<file path="config.mk">
export PLATFORM = sky130hd
export DESIGN_NAME = countdown_timer_bank_top
export DESIGN_NICKNAME = d
export VERILOG_FILES = /design/src/sv/ctb_pkg.sv /design/src/sv/countdown_timer_bank_top.sv /design/src/sv/ctb_fifo.sv /design/src/sv/ctb_front.sv /design/src/sv/ctb_div.sv /design/src/sv/ctb_back.sv
export SDC_FILE = /design/constraint.sdc
export NUM_CORES = 2
export LEC_CHECK = 0
export ABC_AREA = 1
export BUFFER_PORTS_ARGS = -buffer_cell sky130_fd_sc_hd__buf_4
export CAP_MARGIN = 20
export CORE_ASPECT_RATIO = 0.75
export CORE_MARGIN = 2
export CORE_UTILIZATION = 55
export CTS_CLUSTER_SIZE = 8
export DETAILED_ROUTE_END_ITERATION = 8
export GPL_TIMING_DRIVEN = 0
export PLACE_DENSITY_LB_ADDON = 0.25
export SYNTH_ARGS = -nofsm -noshare
export SYNTH_HDL_FRONTEND = slang
export SYNTH_HIERARCHICAL = 1
export SYNTH_SLANG_ARGS = --single-unit
</file>
<file path="constraint.sdc">
create_clock -name clk -period 16.6 [get_ports clk]
set_clock_uncertainty 0.05 [all_clocks]
set_input_delay 0 -clock clk [delete_from_list [all_inputs] [get_ports clk]]
set_output_delay 0 -clock clk [all_outputs]
set_load 0.02 [all_outputs]
</file>
<file path="src/sv/ctb_pkg.sv">
// Shared types, constants and scale functions for the countdown timer bank.
`default_nettype none
package ctb_pkg;

	localparam int NUM_TIMERS_DEF = 32;
	localparam int MAX_IDX_W      = 6;
	localparam int CMD_DEPTH      = 2;
	localparam int RES_DEPTH      = 2;

	localparam logic [15:0] TENTH_SCALE  = 16'd100;
	localparam logic [15:0] SECOND_SCALE = 16'(10 * TENTH_SCALE);
	localparam logic [15:0] MINUTE_SCALE = 16'(60 * SECOND_SCALE);

	// floor(2^32 / scale); the quotient estimate is then short by at most one
	localparam logic [31:0] RECIP_TENTH  = 32'(64'd4294967296 / TENTH_SCALE);
	localparam logic [31:0] RECIP_SECOND = 32'(64'd4294967296 / SECOND_SCALE);
	localparam logic [31:0] RECIP_MINUTE = 32'(64'd4294967296 / MINUTE_SCALE);

	localparam logic [1:0] BASE_MS     = 2'd0;
	localparam logic [1:0] BASE_TENTH  = 2'd1;
	localparam logic [1:0] BASE_SECOND = 2'd2;
	localparam logic [1:0] BASE_MINUTE = 2'd3;

	typedef enum logic [2:0] {
		ACT_TICK     = 3'd0,
		ACT_START    = 3'd1,
		ACT_SET      = 3'd2,
		ACT_READ     = 3'd3,
		ACT_PAUSE    = 3'd4,
		ACT_STOP     = 3'd5,
		ACT_STOP_ALL = 3'd6,
		ACT_TAKE     = 3'd7
	} act_t;

	typedef struct packed {
		act_t                 op;
		logic [MAX_IDX_W-1:0] idx;
		logic                 idx_ok;
		logic [15:0]          tv;
		logic [1:0]           tb;
		logic                 pz;
	} cmd_t;

	typedef struct packed {
		logic [31:0] rv;
		logic [31:0] mask;
	} res_t;

	function automatic logic [15:0] scale_of(input logic [1:0] code);
		case (code)
			BASE_TENTH:  scale_of = TENTH_SCALE;
			BASE_SECOND: scale_of = SECOND_SCALE;
			BASE_MINUTE: scale_of = MINUTE_SCALE;
			default:     scale_of = 16'd1;
		endcase
	endfunction

	function automatic logic [31:0] recip_of(input logic [1:0] code);
		case (code)
			BASE_TENTH:  recip_of = RECIP_TENTH;
			BASE_SECOND: recip_of = RECIP_SECOND;
			BASE_MINUTE: recip_of = RECIP_MINUTE;
			default:     recip_of = 32'd0;
		endcase
	endfunction

endpackage
`default_nettype wire

</file>
<file path="src/sv/countdown_timer_bank_top.sv">
// Top level of the countdown timer bank: front end, back end and result queue.
//
//  channel   handshake          word
//  --------  -----------------  ------------------------------------------------
//  input     push / full        action, timer_index, time_value, time_base, pause
//  result    empty / pop        read_value, pending_mask
//
// Every input word yields exactly one result word, in order.
// A tick walks the count store one timer per cycle, as the store has
// a single read port and a single write port.
// A read goes through a store read, then a three-stage reciprocal divide;
// every other action is answered as it is taken from the command queue.
// Reset clears all timers at once through per-timer valid bits; no clearing pass.
// A two-word command queue and a two-word result queue let either side stall alone.
`default_nettype none
module countdown_timer_bank_top #(
	parameter int NUM_TIMERS = ctb_pkg::NUM_TIMERS_DEF
) (
	input  wire logic        clk,
	input  wire logic        arst_n,
	input  wire logic        push,
	output logic             full,
	input  wire logic [2:0]  action,
	input  wire logic [4:0]  timer_index,
	input  wire logic [15:0] time_value,
	input  wire logic [1:0]  time_base,
	input  wire logic        pause,
	output logic             empty,
	input  wire logic        pop,
	output logic      [31:0] read_value,
	output logic      [31:0] pending_mask
);
	import ctb_pkg::*;

	logic                    cmd_valid;
	logic                    cmd_pop;
	cmd_t                    cmd;
	logic                    res_full;
	logic                    res_push;
	res_t                    res;
	logic [$bits(res_t)-1:0] res_bits;
	res_t                    res_out;

	// Decode and queue incoming words.
	ctb_front #(
		.NUM_TIMERS(NUM_TIMERS)
	) u_front (
		.clk        (clk),
		.arst_n     (arst_n),
		.push       (push),
		.full       (full),
		.action     (action),
		.timer_index(timer_index),
		.time_value (time_value),
		.time_base  (time_base),
		.pause      (pause),
		.cmd_valid  (cmd_valid),
		.cmd_pop    (cmd_pop),
		.cmd        (cmd)
	);

	// Execute one command at a time; hold off while the result queue is full.
	ctb_back #(
		.NUM_TIMERS(NUM_TIMERS)
	) u_back (
		.clk      (clk),
		.arst_n   (arst_n),
		.cmd_valid(cmd_valid),
		.cmd      (cmd),
		.cmd_pop  (cmd_pop),
		.res_full (res_full),
		.res_push (res_push),
		.res      (res)
	);

	// Hold finished result words until the consumer pops them.
	ctb_fifo #(
		.WIDTH($bits(res_t)),
		.DEPTH(RES_DEPTH)
	) u_resq (
		.clk   (clk),
		.arst_n(arst_n),
		.push  (res_push),
		.din   (res),
		.full  (res_full),
		.pop   (pop),
		.dout  (res_bits),
		.empty (empty)
	);

	assign res_out      = res_t'(res_bits);
	assign read_value   = res_out.rv;
	assign pending_mask = res_out.mask;
endmodule
`default_nettype wire

</file>
<file path="src/sv/ctb_fifo.sv">
// Small register queue with push/full and pop/empty sides.
`default_nettype none
module ctb_fifo #(
	parameter int WIDTH = 8,
	parameter int DEPTH = 2
) (
	input  wire logic             clk,
	input  wire logic             arst_n,
	input  wire logic             push,
	input  wire logic [WIDTH-1:0] din,
	output logic                  full,
	input  wire logic             pop,
	output logic      [WIDTH-1:0] dout,
	output logic                  empty
);
	localparam int AW = (DEPTH > 1) ? $clog2(DEPTH) : 1;

	logic [WIDTH-1:0] mem_q [DEPTH];
	logic [AW:0]      wptr_q;
	logic [AW:0]      rptr_q;

	assign empty = (wptr_q == rptr_q);
	assign full  = (wptr_q[AW] != rptr_q[AW]) && (wptr_q[AW-1:0] == rptr_q[AW-1:0]);
	assign dout  = mem_q[rptr_q[AW-1:0]];

	always_ff @(posedge clk) begin
		if (push && !full) begin
			mem_q[wptr_q[AW-1:0]] <= din;
		end
	end

	always_ff @(posedge clk or negedge arst_n) begin
		if (!arst_n) begin
			wptr_q <= '0;
			rptr_q <= '0;
		end else begin
			if (push && !full) begin
				wptr_q <= wptr_q + 1'b1;
			end
			if (pop && !empty) begin
				rptr_q <= rptr_q + 1'b1;
			end
		end
	end
endmodule
`default_nettype wire

</file>
<file path="src/sv/ctb_front.sv">
// Front end: decode and range-check input words and queue them as commands.
`default_nettype none
module ctb_front #(
	parameter int NUM_TIMERS = 32
) (
	input  wire logic         clk,
	input  wire logic         arst_n,
	input  wire logic         push,
	output logic              full,
	input  wire logic [2:0]   action,
	input  wire logic [4:0]   timer_index,
	input  wire logic [15:0]  time_value,
	input  wire logic [1:0]   time_base,
	input  wire logic         pause,
	output logic              cmd_valid,
	input  wire logic         cmd_pop,
	output ctb_pkg::cmd_t     cmd
);
	import ctb_pkg::*;

	cmd_t                 dec;
	logic [$bits(cmd_t)-1:0] q_bits;
	logic                 q_empty;

	always_comb begin
		dec.op     = act_t'(action);
		dec.idx    = MAX_IDX_W'(timer_index);
		// flag indexes past the bank so the back end ignores them
		dec.idx_ok = ({2'b00, timer_index} < 7'(NUM_TIMERS));
		dec.tv     = time_value;
		dec.tb     = time_base;
		dec.pz     = pause;
	end

	ctb_fifo #(
		.WIDTH($bits(cmd_t)),
		.DEPTH(CMD_DEPTH)
	) u_cmdq (
		.clk   (clk),
		.arst_n(arst_n),
		.push  (push),
		.din   (dec),
		.full  (full),
		.pop   (cmd_pop),
		.dout  (q_bits),
		.empty (q_empty)
	);

	assign cmd_valid = !q_empty;
	assign cmd       = cmd_t'(q_bits);
endmodule
`default_nettype wire

</file>
<file path="src/sv/ctb_div.sv">
// Pipelined divide of a tick count by its base scale, by reciprocal multiply.
`default_nettype none
module ctb_div (
	input  wire logic        clk,
	input  wire logic        arst_n,
	input  wire logic        in_v,
	input  wire logic [31:0] x,
	input  wire logic [1:0]  code,
	output logic             out_v,
	output logic      [31:0] q
);
	import ctb_pkg::*;

	logic        v_s1, v_s2, v_s3;
	logic [63:0] prod_s1;
	logic [31:0] x_s1, x_s2;
	logic [1:0]  code_s1, code_s2;
	logic [31:0] q0_s2, qd_s2;
	logic [31:0] q_s3;
	logic [31:0] rem;
	logic [31:0] dvs;

	assign dvs = 32'(scale_of(code_s2));
	assign rem = x_s2 - qd_s2;

	always_ff @(posedge clk) begin
		prod_s1 <= 64'(x) * 64'(recip_of(code));
		x_s1    <= x;
		code_s1 <= code;

		q0_s2   <= prod_s1[63:32];
		qd_s2   <= prod_s1[63:32] * 32'(scale_of(code_s1));
		x_s2    <= x_s1;
		code_s2 <= code_s1;

		// millisecond base passes through; else fix the estimate by one
		if (code_s2 == BASE_MS) begin
			q_s3 <= x_s2;
		end else if (rem >= dvs) begin
			q_s3 <= q0_s2 + 32'd1;
		end else begin
			q_s3 <= q0_s2;
		end
	end

	always_ff @(posedge clk or negedge arst_n) begin
		if (!arst_n) begin
			v_s1 <= 1'b0;
			v_s2 <= 1'b0;
			v_s3 <= 1'b0;
		end else begin
			v_s1 <= in_v;
			v_s2 <= v_s1;
			v_s3 <= v_s2;
		end
	end

	assign out_v = v_s3;
	assign q     = q_s3;
endmodule
`default_nettype wire

</file>
<file path="src/sv/ctb_back.sv">
// Back end: timer store, tick walk, command execution and result words.
`default_nettype none
module ctb_back #(
	parameter int NUM_TIMERS = 32
) (
	input  wire logic    clk,
	input  wire logic    arst_n,
	input  wire logic    cmd_valid,
	input  ctb_pkg::cmd_t cmd,
	output logic         cmd_pop,
	input  wire logic    res_full,
	output logic         res_push,
	output ctb_pkg::res_t res
);
	import ctb_pkg::*;

	localparam int IDX_W = (NUM_TIMERS > 1) ? $clog2(NUM_TIMERS) : 1;
	localparam int CNT_W = $clog2(NUM_TIMERS + 1);
	localparam logic [CNT_W-1:0] LAST_CNT = CNT_W'(NUM_TIMERS);

	typedef enum logic [1:0] {S_IDLE, S_TICK, S_RD, S_DIV} state_t;

	state_t                state_q;
	logic [CNT_W-1:0]      cnt_q;
	logic [31:0]           ticks_mem [NUM_TIMERS];
	logic [NUM_TIMERS-1:0] tvld_q;
	logic [NUM_TIMERS-1:0] pend_q;
	logic [NUM_TIMERS-1:0] paused_q;
	logic [1:0]            base_q [NUM_TIMERS];
	logic [1:0]            rd_base_q;

	logic [31:0]           rdata_s1;
	logic                  rvld_s1;
	logic                  tk_v_s1;
	logic [IDX_W-1:0]      tk_idx_s1;

	logic                  go;
	logic [IDX_W-1:0]      idx;
	logic [1:0]            scale_sel;
	logic [31:0]           load_ticks;
	logic [31:0]           cur;
	logic                  run;
	logic [31:0]           dec;
	logic                  rd_en;
	logic [IDX_W-1:0]      rd_addr;
	logic                  wr_en;
	logic [IDX_W-1:0]      wr_addr;
	logic [31:0]           wr_data;
	logic [63:0]           pend_ext;
	logic                  div_out_v;
	logic [31:0]           div_q;

	assign idx        = cmd.idx[IDX_W-1:0];
	assign go         = (state_q == S_IDLE) && cmd_valid && !res_full;
	assign cmd_pop    = go;
	assign scale_sel  = (cmd.op == ACT_START) ? cmd.tb : base_q[idx];
	assign load_ticks = 32'(cmd.tv) * 32'(scale_of(scale_sel));
	assign cur        = rvld_s1 ? rdata_s1 : 32'd0;
	assign run        = (cur != 32'd0) && !paused_q[tk_idx_s1];
	assign dec        = cur - 32'd1;
	assign pend_ext   = 64'(pend_q);

	always_comb begin
		rd_en   = 1'b0;
		rd_addr = idx;
		if ((state_q == S_TICK) && (cnt_q != LAST_CNT)) begin
			rd_en   = 1'b1;
			rd_addr = cnt_q[IDX_W-1:0];
		end else if (go && (cmd.op == ACT_READ) && cmd.idx_ok) begin
			rd_en = 1'b1;
		end
	end

	always_comb begin
		wr_en   = 1'b0;
		wr_addr = idx;
		wr_data = load_ticks;
		if (tk_v_s1 && run) begin
			wr_en   = 1'b1;
			wr_addr = tk_idx_s1;
			wr_data = dec;
		end else if (go && ((cmd.op == ACT_START) || (cmd.op == ACT_SET)) && cmd.idx_ok) begin
			wr_en = 1'b1;
		end
	end

	always_ff @(posedge clk) begin
		if (wr_en) begin
			ticks_mem[wr_addr] <= wr_data;
		end
		if (rd_en) begin
			rdata_s1 <= ticks_mem[rd_addr];
			rvld_s1  <= tvld_q[rd_addr];
		end
	end

	always_comb begin
		res_push = 1'b0;
		res      = '0;
		if (div_out_v) begin
			res_push = 1'b1;
			res.rv   = div_q;
		end else if ((state_q == S_TICK) && (cnt_q == LAST_CNT)) begin
			res_push = 1'b1;
		end else if (go && (cmd.op != ACT_TICK)) begin
			if (!((cmd.op == ACT_READ) && cmd.idx_ok)) begin
				res_push = 1'b1;
			end
			if (cmd.op == ACT_TAKE) begin
				res.mask = pend_ext[31:0];
			end
		end
	end

	always_ff @(posedge clk or negedge arst_n) begin
		if (!arst_n) begin
			state_q   <= S_IDLE;
			cnt_q     <= '0;
			tk_v_s1   <= 1'b0;
			tk_idx_s1 <= '0;
			tvld_q    <= '0;
			pend_q    <= '0;
			paused_q  <= '0;
			rd_base_q <= BASE_MS;
			for (int i = 0; i < NUM_TIMERS; i++) begin
				base_q[i] <= BASE_MS;
			end
		end else begin
			tk_v_s1 <= 1'b0;
			// walk stage: mark a timer that has just run out
			if (tk_v_s1 && run && (dec == 32'd0)) begin
				pend_q[tk_idx_s1] <= 1'b1;
			end
			case (state_q)
				S_IDLE: begin
					if (go) begin
						case (cmd.op)
							ACT_TICK: begin
								cnt_q   <= '0;
								state_q <= S_TICK;
							end
							ACT_START: begin
								if (cmd.idx_ok) begin
									tvld_q[idx] <= 1'b1;
									base_q[idx] <= cmd.tb;
									pend_q[idx] <= (load_ticks == 32'd0);
								end
							end
							ACT_SET: begin
								if (cmd.idx_ok) begin
									tvld_q[idx] <= 1'b1;
								end
							end
							ACT_READ: begin
								if (cmd.idx_ok) begin
									rd_base_q <= base_q[idx];
									state_q   <= S_RD;
								end
							end
							ACT_PAUSE: begin
								if (cmd.idx_ok) begin
									paused_q[idx] <= cmd.pz;
								end
							end
							ACT_STOP: begin
								if (cmd.idx_ok) begin
									tvld_q[idx]   <= 1'b0;
									pend_q[idx]   <= 1'b0;
									paused_q[idx] <= 1'b0;
									base_q[idx]   <= BASE_MS;
								end
							end
							ACT_STOP_ALL: begin
								tvld_q   <= '0;
								pend_q   <= '0;
								paused_q <= '0;
								for (int i = 0; i < NUM_TIMERS; i++) begin
									base_q[i] <= BASE_MS;
								end
							end
							ACT_TAKE: begin
								pend_q <= '0;
							end
							default: begin
							end
						endcase
					end
				end
				S_TICK: begin
					if (cnt_q != LAST_CNT) begin
						tk_v_s1   <= 1'b1;
						tk_idx_s1 <= cnt_q[IDX_W-1:0];
						cnt_q     <= cnt_q + 1'b1;
					end else begin
						state_q <= S_IDLE;
					end
				end
				S_RD: begin
					state_q <= S_DIV;
				end
				S_DIV: begin
					if (div_out_v) begin
						state_q <= S_IDLE;
					end
				end
				default: begin
					state_q <= S_IDLE;
				end
			endcase
		end
	end

	ctb_div u_div (
		.clk   (clk),
		.arst_n(arst_n),
		.in_v  (state_q == S_RD),
		.x     (cur),
		.code  (rd_base_q),
		.out_v (div_out_v),
		.q     (div_q)
	);
endmodule
`default_nettype wire

</file>
==> flow_metrics.py <==
metrics = {
    "clocking": {
        "cts_resized": 0,
        "cts_tree": "built",
        "clock_latency_ps": 920,
        "clk_pin_slew_ps": 50,
        "post_cts_buffers": 0,
        "htreeDepth": 4,
        "cts.path.max_buffers": 4,
        "cts_buffers": 230,
        "root_buffer": "clkbuf_16",
        "cts_sinks": 1618,
    },
    "hold_path": {
        "worstHoldStart": "pop",
        "hold_path_class": "input port to flop",
    },
    "setup_path": {
        "crit-reg2reg-launch": "u_back/rd_base_q[1]",
        "crit_path_max_fanout": 10,
        "slowest_stage": "nor4_1",
        "end_kind": "flop",
        "setup.worst_path.start": "u_back/rd_base_q[1]",
        "startpoint_type": "flop",
        "path_class": "flop to flop",
        "slowest_delay_ps": 1040,
        "cp.required_ps": 17320,
        "critical_path_arrival_ps": 12250,
        "crit_top_cell": "fa_1",
    },
    "logic_synthesis": {
        "ys_warn_count": 6,
        "syn-cell-area_um2": 108800,
        "synth_cells": 11780,
        "synth_area_per_cell_um2": 9.234,
    },
    "floorplanning": {
        "die_w_um": 517.5,
        "ios": 97,
        "fp.dieH_um": 389.1,
        "dieArea_um2": 201400,
        "rows": 141,
        "core_area_um2": 196700,
        "start_util": 0.5529,
    },
    "timing": {
        "worstMarginPinSlew_ps": 1320,
        "slew_headroom": 0.1200,
        "post-route-period-util": 0.6948,
        "setup_violations": 0,
        "final_hold_viol_count": 0,
        "fmax_mhz": 86.71,
        "min_period_ps": 11530,
        "rsz0062_at_grt": "false",
        "setup_tns_ps": 0,
        "slew_viol_final": 0,
    },
    "drt": {
        "drtPass1Iterations": 9,
        "avgRoutedWirePerCell_um": 24.97,
        "drt_iter0_drc": 12260,
        "antenna_left": 0,
        "drc": 0,
        "routed_wirelength_um": 374100,
        "viasPerCell": 5.753,
        "via_count": 86210,
    },
    "global_route": {
        "grt_pass1_wl_um": 546000,
        "grtUsageTotal": 0.3723,
        "grt_pass1_vias": 83590,
        "antenna_found_initial": 28,
        "grt_max_degree": 121,
        "grt_overflow": 0,
    },
    "placed_design": {
        "hpwl_um": 297800,
        "place_congestion": 1.047,
        "io_buffer_count": 96,
    },
    "cells_and_area": {
        "fin_nets": 13800,
        "syn2layout_area_growth_pct": 12.23,
        "drive_above_1_share": 0.05760,
    },
    "outcome": {
        "status": "complete, no violations",
    },
    "run": {
        "max-cap-violations": 0,
    },
}
-- worst max-delay path: cells and delay by family, from the launching register on --
| kind | cells | cell delay, ps |
|---|---|---|
| flip-flops | 1 | 810 |
| buffers and inverters | 10 | 2620 |
| XOR/XNOR | 1 | 200 |
| AND/OR/NAND/NOR | 7 | 3030 |
| AO/OA/AOI/OAI | 2 | 600 |
| adder cells (fa/ha/maj) | 9 | 4130 |
-- metal layers --
metal  part of all wire  vias to the layer above  GRT usage
met3               0.14                      635     0.1291
met4              0.028                        0    0.09331
met1               0.43                    42110     0.5638
met2               0.40                     5086     0.5070
li1                   -                    38380          -
met5                  0                        -          0
-- sequential cells by signal (all words and copies together) (netlist names), 29 cells and up --
name and count:
u_back/base_q 64, u_back/paused_q 32, u_back/pend_q 32, u_back/rdata_s1 32, u_back/ticks_mem 1024, u_back/tvld_q 32, u_back/u_div/prod_s1 29, u_back/u_div/q 32
u_back/u_div/q0_s2 29, u_back/u_div/qd_s2 32, u_back/u_div/x_s1 32, u_back/u_div/x_s2 32, u_front/u_cmdq/mem_q 56, u_resq/mem_q 128
-- stage by stage --
| step | hold WS [ps] | utilization | area (µm²) | std cells | worst slack, ps |
|---|---|---|---|---|---|
| after global routing | 77.29 | 0.6204 | 122000 | 14970 | 5294 |
| after global placement | 136.1 | 0.5734 | 112800 | 14520 | 2941 |
| after floorplan | -345.6 | - | 108800 | 11780 | 7974 |
| after detailed placement | -61.43 | 0.5848 | 115000 | 14590 | 5743 |
| final | 100.8 | 0.6205 | 122100 | 14980 | 5067 |
| after CTS | 7.786 | 0.6198 | 121900 | 14960 | 5728 |
-- layout make-up --
type                            instances  area, µm²
Tap cell                             2645       3309
Inverter                             2365       8882
Timing Repair Buffer                  240       3095
Fill cell                           16450      74650
Clock buffer                          296       6046
Antenna cell                           13      32.53
Clock inverter                         11      185.2
Sequential cell                      1618      45750
Buffer                                413       1778
Multi-Input combinational cell       7383      52980
-- path summary, 6_finish.rpt --
kind                                                 end  slack, ps  cells after the start
worst max-delay path            u_back/u_div/prod_s1[53]       5070                     29
worst min-delay path                    u_resq/rptr_q[0]        100                      5
worst max register to register  u_back/u_div/prod_s1[53]       5070                     29
worst min register to register     u_back/u_div/x_s2[19]        240                      0
max in group asynchronous            u_back/tk_idx_s1[2]      15590                      4
min in group asynchronous              u_back/tvld_q[24]        340                      4
-- layout by cell type (no fill, tap or decap), types with 28 or more instances in the layout --
master and instances:
o21bai_1 33, dlygate4sd3_1 61, o211ai_1 236, o21ai_0 730
buf_16 32, inv_1 2336, nand3_1 359, o21a_1 28
dfrtp_1 187, nand4_1 139, ha_1 660, xor2_1 108
o21ai_1 43, nor2_4 36, nor2_1 922, edfxtp_1 1241
nand2_1 2543, nor3_1 80, fa_1 862, buf_4 103
clkbuf_1 325, buf_12 30, xnor2_1 37, a21oi_1 350
dfxtp_1 190, clkbuf_16 232, buf_2 113
-- what timing repair did --
action / in CTS / in global routing
setup endpoints to repair: 0 / 0
hold endpoints to repair: 265 / 0
hold buffers: 62 / 0
Power is left out: the tool's default activity adds up to more than one toggle a clock period on the data nets, which glitch-free logic cannot reach.
